==> config.mk <==
export PLATFORM = sky130hd
export DESIGN_NAME = sha512_fifo
export DESIGN_NICKNAME = d
export VERILOG_FILES = /design/src/design/sha512_pkg.sv /design/src/design/sha512_fifo.sv
export SDC_FILE = /design/constraint.sdc
export NUM_CORES = 1
export LEC_CHECK = 0
export BUFFER_PORTS_ARGS = -buffer_cell sky130_fd_sc_hd__buf_2
export CAP_MARGIN = 20
export CORE_ASPECT_RATIO = 0.9
export CORE_MARGIN = 1.5
export CORE_UTILIZATION = 55
export DETAILED_ROUTE_END_ITERATION = 8
export PLACE_DENSITY = 0.83
export SLEW_MARGIN = 20
export SYNTH_ARGS = -nofsm -noshare
export SYNTH_HDL_FRONTEND = slang
export SYNTH_SLANG_ARGS = --single-unit
==> constraint.sdc <==
create_clock -name clk -period 2.95 [get_ports clk]
set_input_delay 0.1475 -clock clk [delete_from_list [all_inputs] [get_ports clk]]
set_output_delay 0.1475 -clock clk [all_outputs]
set_load 0.1 [all_outputs]
==> src/design/sha512_pkg.sv <==
// ----------------------------------------------------------------------------
// sha512_pkg
// Shared types and constants for the SHA-512 streaming hash engine.
// ----------------------------------------------------------------------------
package sha512_pkg;

  typedef struct packed {
    logic [63:0] message_word;
    logic        word_present;
    logic        last_word;
  } in_item_t;

  typedef struct packed {
    logic [63:0] digest_word;
    logic [2:0]  digest_index;
    logic        digest_last;
  } out_item_t;

  // queue entry from front to back: a word to push, or a digest request
  typedef enum logic [1:0] {
    CMD_WORD   = 2'd0,
    CMD_DIGEST = 2'd1
  } cmd_op_t;

  typedef struct packed {
    cmd_op_t     op;
    logic [63:0] word;
  } cmd_t;

  typedef enum logic [1:0] {
    BK_IDLE   = 2'd0,
    BK_ROUND  = 2'd1,
    BK_UPDATE = 2'd2,
    BK_EMIT   = 2'd3
  } bk_state_t;

  typedef enum logic [1:0] {
    FR_IDLE = 2'd0,
    FR_PAD  = 2'd1,
    FR_LEN  = 2'd2,
    FR_DIG  = 2'd3
  } fr_state_t;

  localparam int unsigned ROUNDS = 80;
  localparam logic [63:0] PAD_WORD = 64'h8000000000000000;

  localparam logic [63:0] INIT_HASH [8] = '{
    64'h6a09e667f3bcc908, 64'hbb67ae8584caa73b, 64'h3c6ef372fe94f82b,
    64'ha54ff53a5f1d36f1, 64'h510e527fade682d1, 64'h9b05688c2b3e6c1f,
    64'h1f83d9abfb41bd6b, 64'h5be0cd19137e2179
  };

  localparam logic [63:0] ROUND_K [80] = '{
    64'h428a2f98d728ae22, 64'h7137449123ef65cd, 64'hb5c0fbcfec4d3b2f, 64'he9b5dba58189dbbc,
    64'h3956c25bf348b538, 64'h59f111f1b605d019, 64'h923f82a4af194f9b, 64'hab1c5ed5da6d8118,
    64'hd807aa98a3030242, 64'h12835b0145706fbe, 64'h243185be4ee4b28c, 64'h550c7dc3d5ffb4e2,
    64'h72be5d74f27b896f, 64'h80deb1fe3b1696b1, 64'h9bdc06a725c71235, 64'hc19bf174cf692694,
    64'he49b69c19ef14ad2, 64'hefbe4786384f25e3, 64'h0fc19dc68b8cd5b5, 64'h240ca1cc77ac9c65,
    64'h2de92c6f592b0275, 64'h4a7484aa6ea6e483, 64'h5cb0a9dcbd41fbd4, 64'h76f988da831153b5,
    64'h983e5152ee66dfab, 64'ha831c66d2db43210, 64'hb00327c898fb213f, 64'hbf597fc7beef0ee4,
    64'hc6e00bf33da88fc2, 64'hd5a79147930aa725, 64'h06ca6351e003826f, 64'h142929670a0e6e70,
    64'h27b70a8546d22ffc, 64'h2e1b21385c26c926, 64'h4d2c6dfc5ac42aed, 64'h53380d139d95b3df,
    64'h650a73548baf63de, 64'h766a0abb3c77b2a8, 64'h81c2c92e47edaee6, 64'h92722c851482353b,
    64'ha2bfe8a14cf10364, 64'ha81a664bbc423001, 64'hc24b8b70d0f89791, 64'hc76c51a30654be30,
    64'hd192e819d6ef5218, 64'hd69906245565a910, 64'hf40e35855771202a, 64'h106aa07032bbd1b8,
    64'h19a4c116b8d2d0c8, 64'h1e376c085141ab53, 64'h2748774cdf8eeb99, 64'h34b0bcb5e19b48a8,
    64'h391c0cb3c5c95a63, 64'h4ed8aa4ae3418acb, 64'h5b9cca4f7763e373, 64'h682e6ff3d6b2b8a3,
    64'h748f82ee5defb2fc, 64'h78a5636f43172f60, 64'h84c87814a1f0ab72, 64'h8cc702081a6439ec,
    64'h90befffa23631e28, 64'ha4506cebde82bde9, 64'hbef9a3f7b2c67915, 64'hc67178f2e372532b,
    64'hca273eceea26619c, 64'hd186b8c721c0c207, 64'heada7dd6cde0eb1e, 64'hf57d4f7fee6ed178,
    64'h06f067aa72176fba, 64'h0a637dc5a2c898a6, 64'h113f9804bef90dae, 64'h1b710b35131c471b,
    64'h28db77f523047d84, 64'h32caab7b40c72493, 64'h3c9ebe0a15c9bebc, 64'h431d67c49c100d4c,
    64'h4cc5d4becb3e42b6, 64'h597f299cfc657e2a, 64'h5fcb6fab3ad6faec, 64'h6c44198c4a475817
  };

  function automatic logic [63:0] ror64(input logic [63:0] x, input int unsigned n);
    ror64 = (x >> n) | (x << (64 - n));
  endfunction

endpackage

==> src/design/sha512_fifo.sv <==
// ----------------------------------------------------------------------------
// sha512_fifo
// Short command queue between the front and back ends.
// ----------------------------------------------------------------------------
module sha512_fifo #(
  parameter int unsigned DEPTH = 4
) (
  input  logic             clk,
  input  logic             rst_n,
  input  logic             wr_valid,
  output logic             wr_ready,
  input  sha512_pkg::cmd_t wr_data,
  output logic             rd_valid,
  input  logic             rd_ready,
  output sha512_pkg::cmd_t rd_data
);

  localparam int unsigned AW = $clog2(DEPTH);

  sha512_pkg::cmd_t mem_r [DEPTH];
  logic [AW-1:0] wp_r, rp_r;
  logic [AW:0]   cnt_r;
  logic          wr_en, rd_en;

  assign wr_ready = cnt_r != DEPTH[AW:0];
  assign rd_valid = cnt_r != '0;
  assign rd_data  = mem_r[rp_r];
  assign wr_en    = wr_valid && wr_ready;
  assign rd_en    = rd_valid && rd_ready;

  // storage
  always_ff @(posedge clk) begin
    if (wr_en) mem_r[wp_r] <= wr_data;
  end

  // pointers
  always_ff @(posedge clk) begin
    if (!rst_n) begin
      wp_r  <= '0;
      rp_r  <= '0;
      cnt_r <= '0;
    end else begin
      if (wr_en) wp_r <= (wp_r == AW'(DEPTH - 1)) ? '0 : wp_r + 1'b1;
      if (rd_en) rp_r <= (rp_r == AW'(DEPTH - 1)) ? '0 : rp_r + 1'b1;
      cnt_r <= cnt_r + {{AW{1'b0}}, wr_en} - {{AW{1'b0}}, rd_en};
    end
  end

  no_overflow: assert property (@(posedge clk) disable iff (!rst_n)
    cnt_r <= DEPTH[AW:0]) else $error("queue count above depth");
  count_track: assert property (@(posedge clk) disable iff (!rst_n)
    wr_en && !rd_en |=> cnt_r == $past(cnt_r) + 1'b1) else $error("count slip");
  no_phantom: assert property (@(posedge clk) disable iff (!rst_n)
    rd_valid |-> cnt_r != '0) else $error("read from empty queue");

endmodule

==> run_results.csv <==
group,metric,value,unit
clock_network,postCtsSetupBuffers,0,
yosys,syn_inst,396,
detailed_routing,drt_pass1_iterations,4,
critical_path,crit_arrival,2950,ps
floorplan,initial_core_util,56.42,%
timing,final-setup-viol-count,0,
timing,final.min_clock_period,2540,ps
yosys,yosysWarnings,0,
yosys,yosysTopAreaCell,"edfxtp_1",
finish,nets,705,
timing,grt_setup_unrepaired,"no",
clock_network,cts_sinks,273,
critical_path,cp_max_fo,7,
clock_network,numCtsBuffers,27,
detailed_routing,route.detailed.drc,0,
clock_network,cts_max_level,1,
finish,syn_to_final_growth,26.21,%
yosys,post-synth-top-count-cell,"edfxtp_1",
flow_run,max-cap-violations,0,
floorplan,rows,46,
clock_network,cts_buffer_depth,3,
global_routing,grtUsageMet3,4.792,%
critical_path,critPathLaunchType,"flip-flop",
yosys,ys_types,25,
yosys,synth_top_area_share,79.27,%
pwr,peakVddDrop,0.7596,mV
placed_design,post-place-cells,768,
timing,fin_tns_setup,0,ps
clock_network,ctsResizeCount,0,
min_path,hold_start,"rd_ready",
finish,fill_cells,1049,
placed_design,io_buffers,137,
critical_path,r2r.worst_path.cells,11,
timing,clock_skew,7.582,ps
pwr,leakage,4.323,nW
yosys,ys_seq_area_share,81.07,%
critical_path,crit_type,"reg -> reg",
placed_design,globalplace.congestion,0.7355,
global_routing,antenna_found_initial,0,
critical_path,reg2reg_from,"cnt_r[1]",
detailed_routing,vias,4857,
clock_network,cts-root-buf,"clkbuf_16",
pwr,power.density,1042,nW/um2
status,status,"finished, final reports clean",
timing,worst_slew_pin_slew,690.9,ps
finish,diodes,0,
critical_path,cp-endpoint,"cnt_r[2]",
critical_path,worstPathRequired,3360,ps
detailed_routing,wl,19.04,mm
floorplan,ios,138,
timing,timing.slew.headroom,53.94,%
timing,setup_ws,410.1,ps
detailed_routing,vias_per_cell,5.470,
clock_network,cts_tree,"built",
critical_path,timing.rr.end,"cnt_r[2]",
yosys,netlist_top_cells_area,"edfxtp_1, mux4_2, dfxtp_1",
clock_network,clk_latency,520,ps
finish,multiInputGateArea,1775,um2
critical_path,crit_start,"cnt_r[1]",
floorplan,die_w,145.1,um
placed_design,hpwl,10.92,mm
yosys,synth_ff_type,"edfxtp_1",
detailed_routing,avgRoutedWirePerCell,21.44,um
global_routing,grt_max_degree,43,
global_routing,top_usage_layer,"met2",
global_routing,grt_pass1_vias,5095,
yosys,synth-edff-count,264,
clock_network,postCtsHoldBufs,70,
placed_design,dp_slack,422.9,ps
yosys,synth_area,10000,um2
global_routing,met1_usage,27.97,%
min_path,min_path_type,"in -> reg",
yosys,synth_top_cells_by_count,"edfxtp_1, mux4_2, dfxtp_1",
timing,finalCritPeriodShare,86.10,%
yosys,ys_seq_elements,273,
critical_path,critPathCaptureType,"flip-flop",
clock_network,path_clk_slew,60,ps
detailed_routing,drt_iter0_drc,380,
finish,regArea,8115,um2
global_routing,overflow,0,
yosys,avgSynthCellArea,25.25,um2
floorplan,dieArea,19000,um2
critical_path,rrSetupSlack,410,ps
finish,drive_gt1_share,40.43,%
yosys,synth_async_sr_flop_share,0,%
global_routing,grt_pass1_wl,29.10,mm
detailed_routing,antenna_left,0,
global_routing,grtUsageTotal,20.51,%
global_routing,grt_use_met2,34.67,%
finish,final_cells,888,
timing,drv_slew,0,
timing,hold_viol,0,
timing,hold_slack,41.19,ps
timing,fmax,393.7,MHz
floorplan,core,17730,um2
yosys,syn_nets,474,
floorplan,fp.dieH,130.9,um
[registers in the layout, indices dropped and copies added, names as in the netlist, named ones only]
name   count
cnt_r      3
wp_r       2
rp_r       2
mem_r    264
[placed cells by master (no fill, tap or decap)]
master | Yosys | routed
buf_12 | 0 | 4
dfxtp_1 | 9 | 7
o21ai_0 | 2 | 2
inv_6 | 0 | 1
dlygate4sd3_1 | 0 | 70
bufinv_16 | 0 | 2
and3_4 | 0 | 4
nor2_1 | 2 | 2
o21ai_1 | 1 | 1
edfxtp_1 | 264 | 264
mux4_2 | 66 | 66
or3_2 | 1 | 1
clkbuf_1 | 3 | 6
inv_1 | 6 | 6
dfxtp_4 | 0 | 2
and2_4 | 1 | 1
or3b_1 | 1 | 1
buf_2 | 7 | 137
nand3_1 | 2 | 2
nand2_1 | 5 | 5
clkinv_2 | 0 | 2
ha_1 | 7 | 7
xnor2_1 | 2 | 2
clkinv_1 | 0 | 4
mux2i_1 | 1 | 1
clkbuf_16 | 0 | 27
fa_1 | 1 | 1
clkbuf_8 | 0 | 6
clkinvlp_4 | 0 | 2
buf_4 | 1 | 7
o31ai_1 | 1 | 1
nor2b_1 | 1 | 1
nand4_1 | 1 | 1
and2_1 | 2 | 2
[worst max-delay path: stages (launching register included)]
cell     delay, ps
dfxtp_1        370
or3b_1         520
and2_4         220
inv_1           50
ha_1           220
inv_1           60
ha_1           140
inv_1           50
fa_1           390
xnor2_1        150
xnor2_1        120
and2_1         150
[per-stage QoR]
stage	cell area [um2]	power (W)	utilization, %
finish	12620	0.01315	71.20
global route	12620	0.01358	71.20
floorplan	10000	0.009057	-
detailed placement	11030	0.009834	62.23
global placement	11030	0.009744	62.23
CTS	12620	0.01326	71.20
[power by group]
group | switching (W) | total [W] | internal, W
sequential | 0.000141 | 0.00484 | 0.00470
combinational | 0.00388 | 0.00496 | 0.00108
clock | 0.00134 | 0.00334 | 0.00201
[final cells by class]
class / count / area share [%]
Multi-Input combinational cell: 101 / 14.07
Timing Repair Buffer: 218 / 12.03
Sequential cell: 273 / 64.29
Inverter: 6 / 0.1784
Clock inverter: 11 / 0.8624
Clock buffer: 39 / 6.186
Tap cell: 240 / 2.379
[metal layers]
layer | up-vias | share of wire (%) | wire (um)
met5 | - | 0 | 0
met4 | 0 | 1.4 | 267
met3 | 22 | 7.3 | 1384
met2 | 199 | 50 | 9515
met1 | 2482 | 41 | 7869
li1 | 2154 | - | -
[how the worst min path moves through the flow]
stage	end	cells past startpoint
5_1_grt	flip-flop	3
2_1_floorplan	mem_r[0][0]	0
4_1_cts	flip-flop	3
6_report	flip-flop	3
3_3_place_gp	mem_r[2][1]	1
3_5_place_dp	mem_r[0][34]	1
[cell families after synthesis]
group	after synthesis	synth area share (%)
xor+xnor	2	0.1752
simple gates	20	1.164
flops	273	81.07
compound gates	4	0.2252
fa+ha+maj	8	1.076
mux	67	14.96
buf+inv	22	1.326
Power figures use the tool's default switching activity.
