==> src/design/sha512_pkg.sv <==
// ----------------------------------------------------------------------------
// sha512_pkg
// Shared types and constants for the SHA-512 streaming hash engine.
// ----------------------------------------------------------------------------
package sha512_pkg;

  typedef struct packed {
    logic [63:0] message_word;
    logic        word_present;
    logic        last_word;
  } in_item_t;

  typedef struct packed {
    logic [63:0] digest_word;
    logic [2:0]  digest_index;
    logic        digest_last;
  } out_item_t;

  // queue entry from front to back: a word to push, or a digest request
  typedef enum logic [1:0] {
    CMD_WORD   = 2'd0,
    CMD_DIGEST = 2'd1
  } cmd_op_t;

  typedef struct packed {
    cmd_op_t     op;
    logic [63:0] word;
  } cmd_t;

  typedef enum logic [1:0] {
    BK_IDLE   = 2'd0,
    BK_ROUND  = 2'd1,
    BK_UPDATE = 2'd2,
    BK_EMIT   = 2'd3
  } bk_state_t;

  typedef enum logic [1:0] {
    FR_IDLE = 2'd0,
    FR_PAD  = 2'd1,
    FR_LEN  = 2'd2,
    FR_DIG  = 2'd3
  } fr_state_t;

  localparam int unsigned ROUNDS = 80;
  localparam logic [63:0] PAD_WORD = 64'h8000000000000000;

  localparam logic [63:0] INIT_HASH [8] = '{
    64'h6a09e667f3bcc908, 64'hbb67ae8584caa73b, 64'h3c6ef372fe94f82b,
    64'ha54ff53a5f1d36f1, 64'h510e527fade682d1, 64'h9b05688c2b3e6c1f,
    64'h1f83d9abfb41bd6b, 64'h5be0cd19137e2179
  };

  localparam logic [63:0] ROUND_K [80] = '{
    64'h428a2f98d728ae22, 64'h7137449123ef65cd, 64'hb5c0fbcfec4d3b2f, 64'he9b5dba58189dbbc,
    64'h3956c25bf348b538, 64'h59f111f1b605d019, 64'h923f82a4af194f9b, 64'hab1c5ed5da6d8118,
    64'hd807aa98a3030242, 64'h12835b0145706fbe, 64'h243185be4ee4b28c, 64'h550c7dc3d5ffb4e2,
    64'h72be5d74f27b896f, 64'h80deb1fe3b1696b1, 64'h9bdc06a725c71235, 64'hc19bf174cf692694,
    64'he49b69c19ef14ad2, 64'hefbe4786384f25e3, 64'h0fc19dc68b8cd5b5, 64'h240ca1cc77ac9c65,
    64'h2de92c6f592b0275, 64'h4a7484aa6ea6e483, 64'h5cb0a9dcbd41fbd4, 64'h76f988da831153b5,
    64'h983e5152ee66dfab, 64'ha831c66d2db43210, 64'hb00327c898fb213f, 64'hbf597fc7beef0ee4,
    64'hc6e00bf33da88fc2, 64'hd5a79147930aa725, 64'h06ca6351e003826f, 64'h142929670a0e6e70,
    64'h27b70a8546d22ffc, 64'h2e1b21385c26c926, 64'h4d2c6dfc5ac42aed, 64'h53380d139d95b3df,
    64'h650a73548baf63de, 64'h766a0abb3c77b2a8, 64'h81c2c92e47edaee6, 64'h92722c851482353b,
    64'ha2bfe8a14cf10364, 64'ha81a664bbc423001, 64'hc24b8b70d0f89791, 64'hc76c51a30654be30,
    64'hd192e819d6ef5218, 64'hd69906245565a910, 64'hf40e35855771202a, 64'h106aa07032bbd1b8,
    64'h19a4c116b8d2d0c8, 64'h1e376c085141ab53, 64'h2748774cdf8eeb99, 64'h34b0bcb5e19b48a8,
    64'h391c0cb3c5c95a63, 64'h4ed8aa4ae3418acb, 64'h5b9cca4f7763e373, 64'h682e6ff3d6b2b8a3,
    64'h748f82ee5defb2fc, 64'h78a5636f43172f60, 64'h84c87814a1f0ab72, 64'h8cc702081a6439ec,
    64'h90befffa23631e28, 64'ha4506cebde82bde9, 64'hbef9a3f7b2c67915, 64'hc67178f2e372532b,
    64'hca273eceea26619c, 64'hd186b8c721c0c207, 64'heada7dd6cde0eb1e, 64'hf57d4f7fee6ed178,
    64'h06f067aa72176fba, 64'h0a637dc5a2c898a6, 64'h113f9804bef90dae, 64'h1b710b35131c471b,
    64'h28db77f523047d84, 64'h32caab7b40c72493, 64'h3c9ebe0a15c9bebc, 64'h431d67c49c100d4c,
    64'h4cc5d4becb3e42b6, 64'h597f299cfc657e2a, 64'h5fcb6fab3ad6faec, 64'h6c44198c4a475817
  };

  function automatic logic [63:0] ror64(input logic [63:0] x, input int unsigned n);
    ror64 = (x >> n) | (x << (64 - n));
  endfunction

endpackage

==> src/design/sha512_front.sv <==
// ----------------------------------------------------------------------------
// sha512_front
// Accepts message items, counts words and block position, and expands a last
// item into padding words and a digest request for the back end.
// ----------------------------------------------------------------------------
module sha512_front (
  input  logic                 clk,
  input  logic                 rst_n,
  input  logic                 in_valid,
  output logic                 in_ready,
  input  sha512_pkg::in_item_t in_data,
  output logic                 cmd_valid,
  input  logic                 cmd_ready,
  output sha512_pkg::cmd_t     cmd_data
);

  sha512_pkg::fr_state_t state_r, state_nxt;
  logic [3:0]  pos_r, pos_nxt;
  logic [57:0] count_r, count_nxt;
  logic        mark_r, mark_nxt;
  logic        take;

  // input is taken only while not expanding padding
  assign in_ready = (state_r == sha512_pkg::FR_IDLE) && cmd_ready;
  assign take     = in_valid && in_ready;

  // next state
  always_comb begin
    state_nxt = state_r;
    case (state_r)
      sha512_pkg::FR_IDLE:
        if (take && in_data.last_word) state_nxt = sha512_pkg::FR_PAD;
      sha512_pkg::FR_PAD:
        if (cmd_ready && !mark_r && pos_r == 4'd14) state_nxt = sha512_pkg::FR_LEN;
      sha512_pkg::FR_LEN:
        if (cmd_ready) state_nxt = sha512_pkg::FR_DIG;
      sha512_pkg::FR_DIG:
        if (cmd_ready) state_nxt = sha512_pkg::FR_IDLE;
      default: state_nxt = sha512_pkg::FR_IDLE;
    endcase
  end

  // outputs and counters
  always_comb begin
    cmd_valid     = 1'b0;
    cmd_data.op   = sha512_pkg::CMD_WORD;
    cmd_data.word = in_data.message_word;
    pos_nxt       = pos_r;
    count_nxt     = count_r;
    case (state_r)
      sha512_pkg::FR_IDLE: begin
        cmd_valid = in_valid && in_data.word_present;
        if (take && in_data.word_present) begin
          pos_nxt   = pos_r + 4'd1;
          count_nxt = count_r + 58'd1;
        end
      end
      sha512_pkg::FR_PAD: begin
        // first pad word is the marker; this state emits one word a transfer
        cmd_valid     = 1'b1;
        cmd_data.word = mark_r ? sha512_pkg::PAD_WORD : 64'd0;
        if (cmd_ready) pos_nxt = pos_r + 4'd1;
      end
      sha512_pkg::FR_LEN: begin
        cmd_valid     = 1'b1;
        cmd_data.word = {count_r, 6'd0};
        if (cmd_ready) pos_nxt = 4'd0;
      end
      sha512_pkg::FR_DIG: begin
        cmd_valid   = 1'b1;
        cmd_data.op = sha512_pkg::CMD_DIGEST;
        if (cmd_ready) count_nxt = '0;
      end
      default: ;
    endcase
  end

  // the marker word needs its own slot: pad state starts with it pending
  always_comb begin
    mark_nxt = mark_r;
    if (take && in_data.last_word) mark_nxt = 1'b1;
    else if (state_r == sha512_pkg::FR_PAD && cmd_ready) mark_nxt = 1'b0;
  end

  always_ff @(posedge clk) begin
    if (!rst_n) begin
      state_r <= sha512_pkg::FR_IDLE;
      pos_r   <= '0;
      count_r <= '0;
      mark_r  <= 1'b0;
    end else begin
      state_r <= state_nxt;
      pos_r   <= pos_nxt;
      count_r <= count_nxt;
      mark_r  <= mark_nxt;
    end
  end

endmodule

==> config.mk <==
export PLATFORM = sky130hd
export DESIGN_NAME = sha512_front
export DESIGN_NICKNAME = d
export VERILOG_FILES = /design/src/design/sha512_pkg.sv /design/src/design/sha512_front.sv
export SDC_FILE = /design/constraint.sdc
export NUM_CORES = 1
export LEC_CHECK = 0
export BUFFER_PORTS_ARGS = -buffer_cell sky130_fd_sc_hd__buf_2
export CAP_MARGIN = 20
export CELL_PAD_IN_SITES_DETAIL_PLACEMENT = 1
export CELL_PAD_IN_SITES_GLOBAL_PLACEMENT = 1
export CORE_MARGIN = 5
export CORE_UTILIZATION = 32
export DETAILED_ROUTE_END_ITERATION = 12
export PLACE_DENSITY = 0.76
export SLEW_MARGIN = 30
export SYNTH_ARGS = -nofsm -noshare
export SYNTH_HDL_FRONTEND = slang
export SYNTH_SLANG_ARGS = --single-unit
==> constraint.sdc <==
create_clock -name clk -period 2.5 [get_ports clk]
set_clock_uncertainty 0.15 [all_clocks]
set_input_delay 0.25 -clock clk [delete_from_list [all_inputs] [get_ports clk]]
set_output_delay 0.25 -clock clk [all_outputs]
set_load 0.02 [all_outputs]
==> impl_metrics.toml <==
[clock_network]
cts.htree.levels = 3
clk_pin_slew_ns = 0.06
worstSkewPairLatency_ns = 0.33
clkSinkCount = 65
tritoncts_buffers = 9
tritoncts = "done"
cts-root-buf = "clkbuf_16"
cts_max_path_buffers = 2

[timing]
finalCritPeriodShare_pct = 95.6
finalHoldViolCount = 0
post-route-min-period_ns = 2.39
timing.fmax_mhz = 418
layout_setup_ws_ns = 0.110
setup-violations-final = 0
worst_slew_pin_slew_ns = 0.568
relSlewSlack_pct = 61.8
unrepaired_setup_endpoints_after_global_routing = "no"
slew_violations = 0

[pwr]
powerDensity_mw_per_mm2 = 834
power_w = 0.00459
power.ir.vdd_worst_mv = 0.344
static-leakage-power_nw = 2.28

[global_routing]
global_route.overflow_total = 0
antenna_found_initial = 0
maximum_number_of_pins_on_one_net_before_global_route_repair = 67
vias_in_the_first_global_route = 4851
grt_util_all_layers_pct = 18.2
wire_length_of_the_first_global_routing_pass_mm = 22.7

[placement]
placement.cell_area_mm2 = 0.00513
gp_congestion = 0.818
detailedPlacementHpwl_mm = 10.4
placement.setup.worst_slack_ns = -0.0255
io_buffers = 136
dp.cells = 884

[final_layout]
utilization_pct = 43.5
drive_above_1_share_pct = 26.4
final_common_cell = "buf_2"
layout.cells.most_common_list = "buf_2 (136), nand3_1 (83), o21ai_0 (76)"
postLayoutCellArea_mm2 = 0.00551
nFillCells = 1665
layoutNonFillerInstCount = 907
antenna-diode-count = 0
areaGrowthSynthToFinish_pct = 32.7
final_nets = 808

[synthesis]
post_synth_inst_count = 590
synthTopCellsByArea = "dfxtp_1 (31%), nand3_1 (10%), o21ai_0 (9.2%)"
nets_in_the_synthesized_netlist = 668
yosys_register_bits = 65
synth_cell_types = 44
share_of_the_yosys_chip_area_belonging_to_registers_pct = 31.4
yosys_warnings = 0
post_synthesis_instance_area_mm2 = 0.00415
synth_largest_area_cell = "dfxtp_1"
synth_top_area_share_pct = 31.4
synthesis.area_per_instance_um2 = 7.03

[worst_setup_path]
timing.critical_path.cells = "inv_1 -> ha_4 -> nand3b_1 -> buf_4 -> a21oi_2 -> nand4_1 -> buf_4 -> or3_1 -> a21oi_1"
crit_path_start_kind = "register"
crit_arrival_ns = 2.50
worst_ep_required_time_ns = 2.61
worstSetupEndpointType = "register"
critPathMaxFanout = 9
path_class = "reg2reg"
crit_slowest_cell = "dfxtp_4"
critical-path-top-cell-by-count = "buf_4"
critical_path.max_stage_delay_ns = 0.37

[drt]
initialDrtViolationCount = 210
dr_total_vias = 4701
drt.antenna.violating_nets = 0
totalWireLength_mm = 13.9
firstDrtPassIters = 4
average_routed_wire_per_standard_cell_um = 15.3
post_route_drc = 0
vias_per_cell = 5.18

[floorplan]
floorplan.rows = 41
placeable_core_region_mm2 = 0.0127
die_width_um = 124
design.portCount = 138
die-height_um = 124
initial_core_util_pct = 32.8
dieArea_mm2 = 0.0153

[worst_hold_path]
hold_class = "in2reg"

[run]
drv.max_cap_violation_count = 0

[outcome]
outcome = "finished clean"
## metal layers
| layer | global-route usage, % | vias to the layer above | routed length [um] |
|---|---|---|---|
| met3 | 2.32 | 14 | 529 |
| met2 | 33.3 | 96 | 7150 |
| li1 | - | 2355 | - |
| met5 | 0 | - | 0 |
| met1 | 22.0 | 2236 | 6040 |
| met4 | 5.67 | 0 | 177 |
## worst max-delay path: cells and delay by family, from the launching register on
kind            cells  cell delay, ns
flops               1            0.37
compound gates      2            0.33
fa+ha+maj           1            0.19
buf+inv             3            0.50
simple gates        3            0.78
## metrics by stage
stage / hold slack (ns) / setup TNS, ns
after floorplan: 0.216 / 0
after global placement: 0.325 / 0
after detailed placement: 0.336 / -0.0255
after CTS: 0.0703 / 0
after global routing: 0.0814 / 0
final: 0.0736 / 0
## repair_timing
item                                    4_1_cts  5_1_grt
hold endpoints to repair                      0        0
hold buffers                                  0        0
gates resized for setup                       1        7
endpoints found under the setup margin        3       52
setup buffers                                 3        4
pin swaps                                     2        7
## state kept, by name (all words and copies together) (netlist names)
name	cells
count_r	58
mark_r	1
pos_r	4
state_r	2
## layout make-up
class | instances | area (um^2) | area share (%)
Multi-Input combinational cell | 428 | 2520 | 45.7
Sequential cell | 65 | 1310 | 23.7
Timing Repair Buffer | 162 | 930 | 16.9
Inverter | 64 | 240 | 4.36
Clock buffer | 10 | 229 | 4.16
Tap cell | 172 | 215 | 3.91
Clock inverter | 6 | 68.8 | 1.25
## cell usage after synthesis (all sizes together)
cell type,instances
o22ai,1
o21bai,1
inv,64
xnor2,6
conb,1
xor2,21
or3,18
or4,13
a31oi,1
nor3,3
a21boi,5
a21o,1
o31ai,13
dfxtp,65
nor2,37
nand2,40
and3,11
a22oi,1
buf,6
o21ai,76
nand3,85
and2,1
nand3b,1
nand4b,1
nand2b,1
clkbuf,27
nand4,24
mux2i,1
a211oi,2
ha,8
o21ba,1
nor2b,7
and4,7
or4b,1
nor4,4
a21oi,35
## report_power, final
part           switching, W  internal, W
combinational       0.00150     0.000731
sequential        0.0000394      0.00107
clock              0.000479     0.000773
## path summary, 6_finish.rpt
check,slack [ns],depth (start not counted),start,to
max reg2reg,0.11,9,state_r[1]$_SDFFE_PN0P_,count_r[30]$_SDFFE_PN0P_
min,0.07,3,rst_n,state_r[0]$_SDFFE_PN0P_
max,0.11,9,state_r[1]$_SDFFE_PN0P_,count_r[30]$_SDFFE_PN0P_
min reg2reg,0.35,2,count_r[57]$_SDFFE_PN0P_,count_r[57]$_SDFFE_PN0P_
## cells by family (layout without fill, tap and decap cells)
group           after synthesis  in the layout  share of synthesized area [%]
xor+xnor                     27             27                           5.70
mux                           1              1                          0.241
fa+ha+maj                     8              8                           2.41
simple gates                254            254                           32.9
flops                        65             65                           31.4
compound gates              137            137                           18.4
other cells                   1              1                         0.0904
buf+inv                      97            242                           8.92
Note: power is estimated with default switching activity, not from simulation.
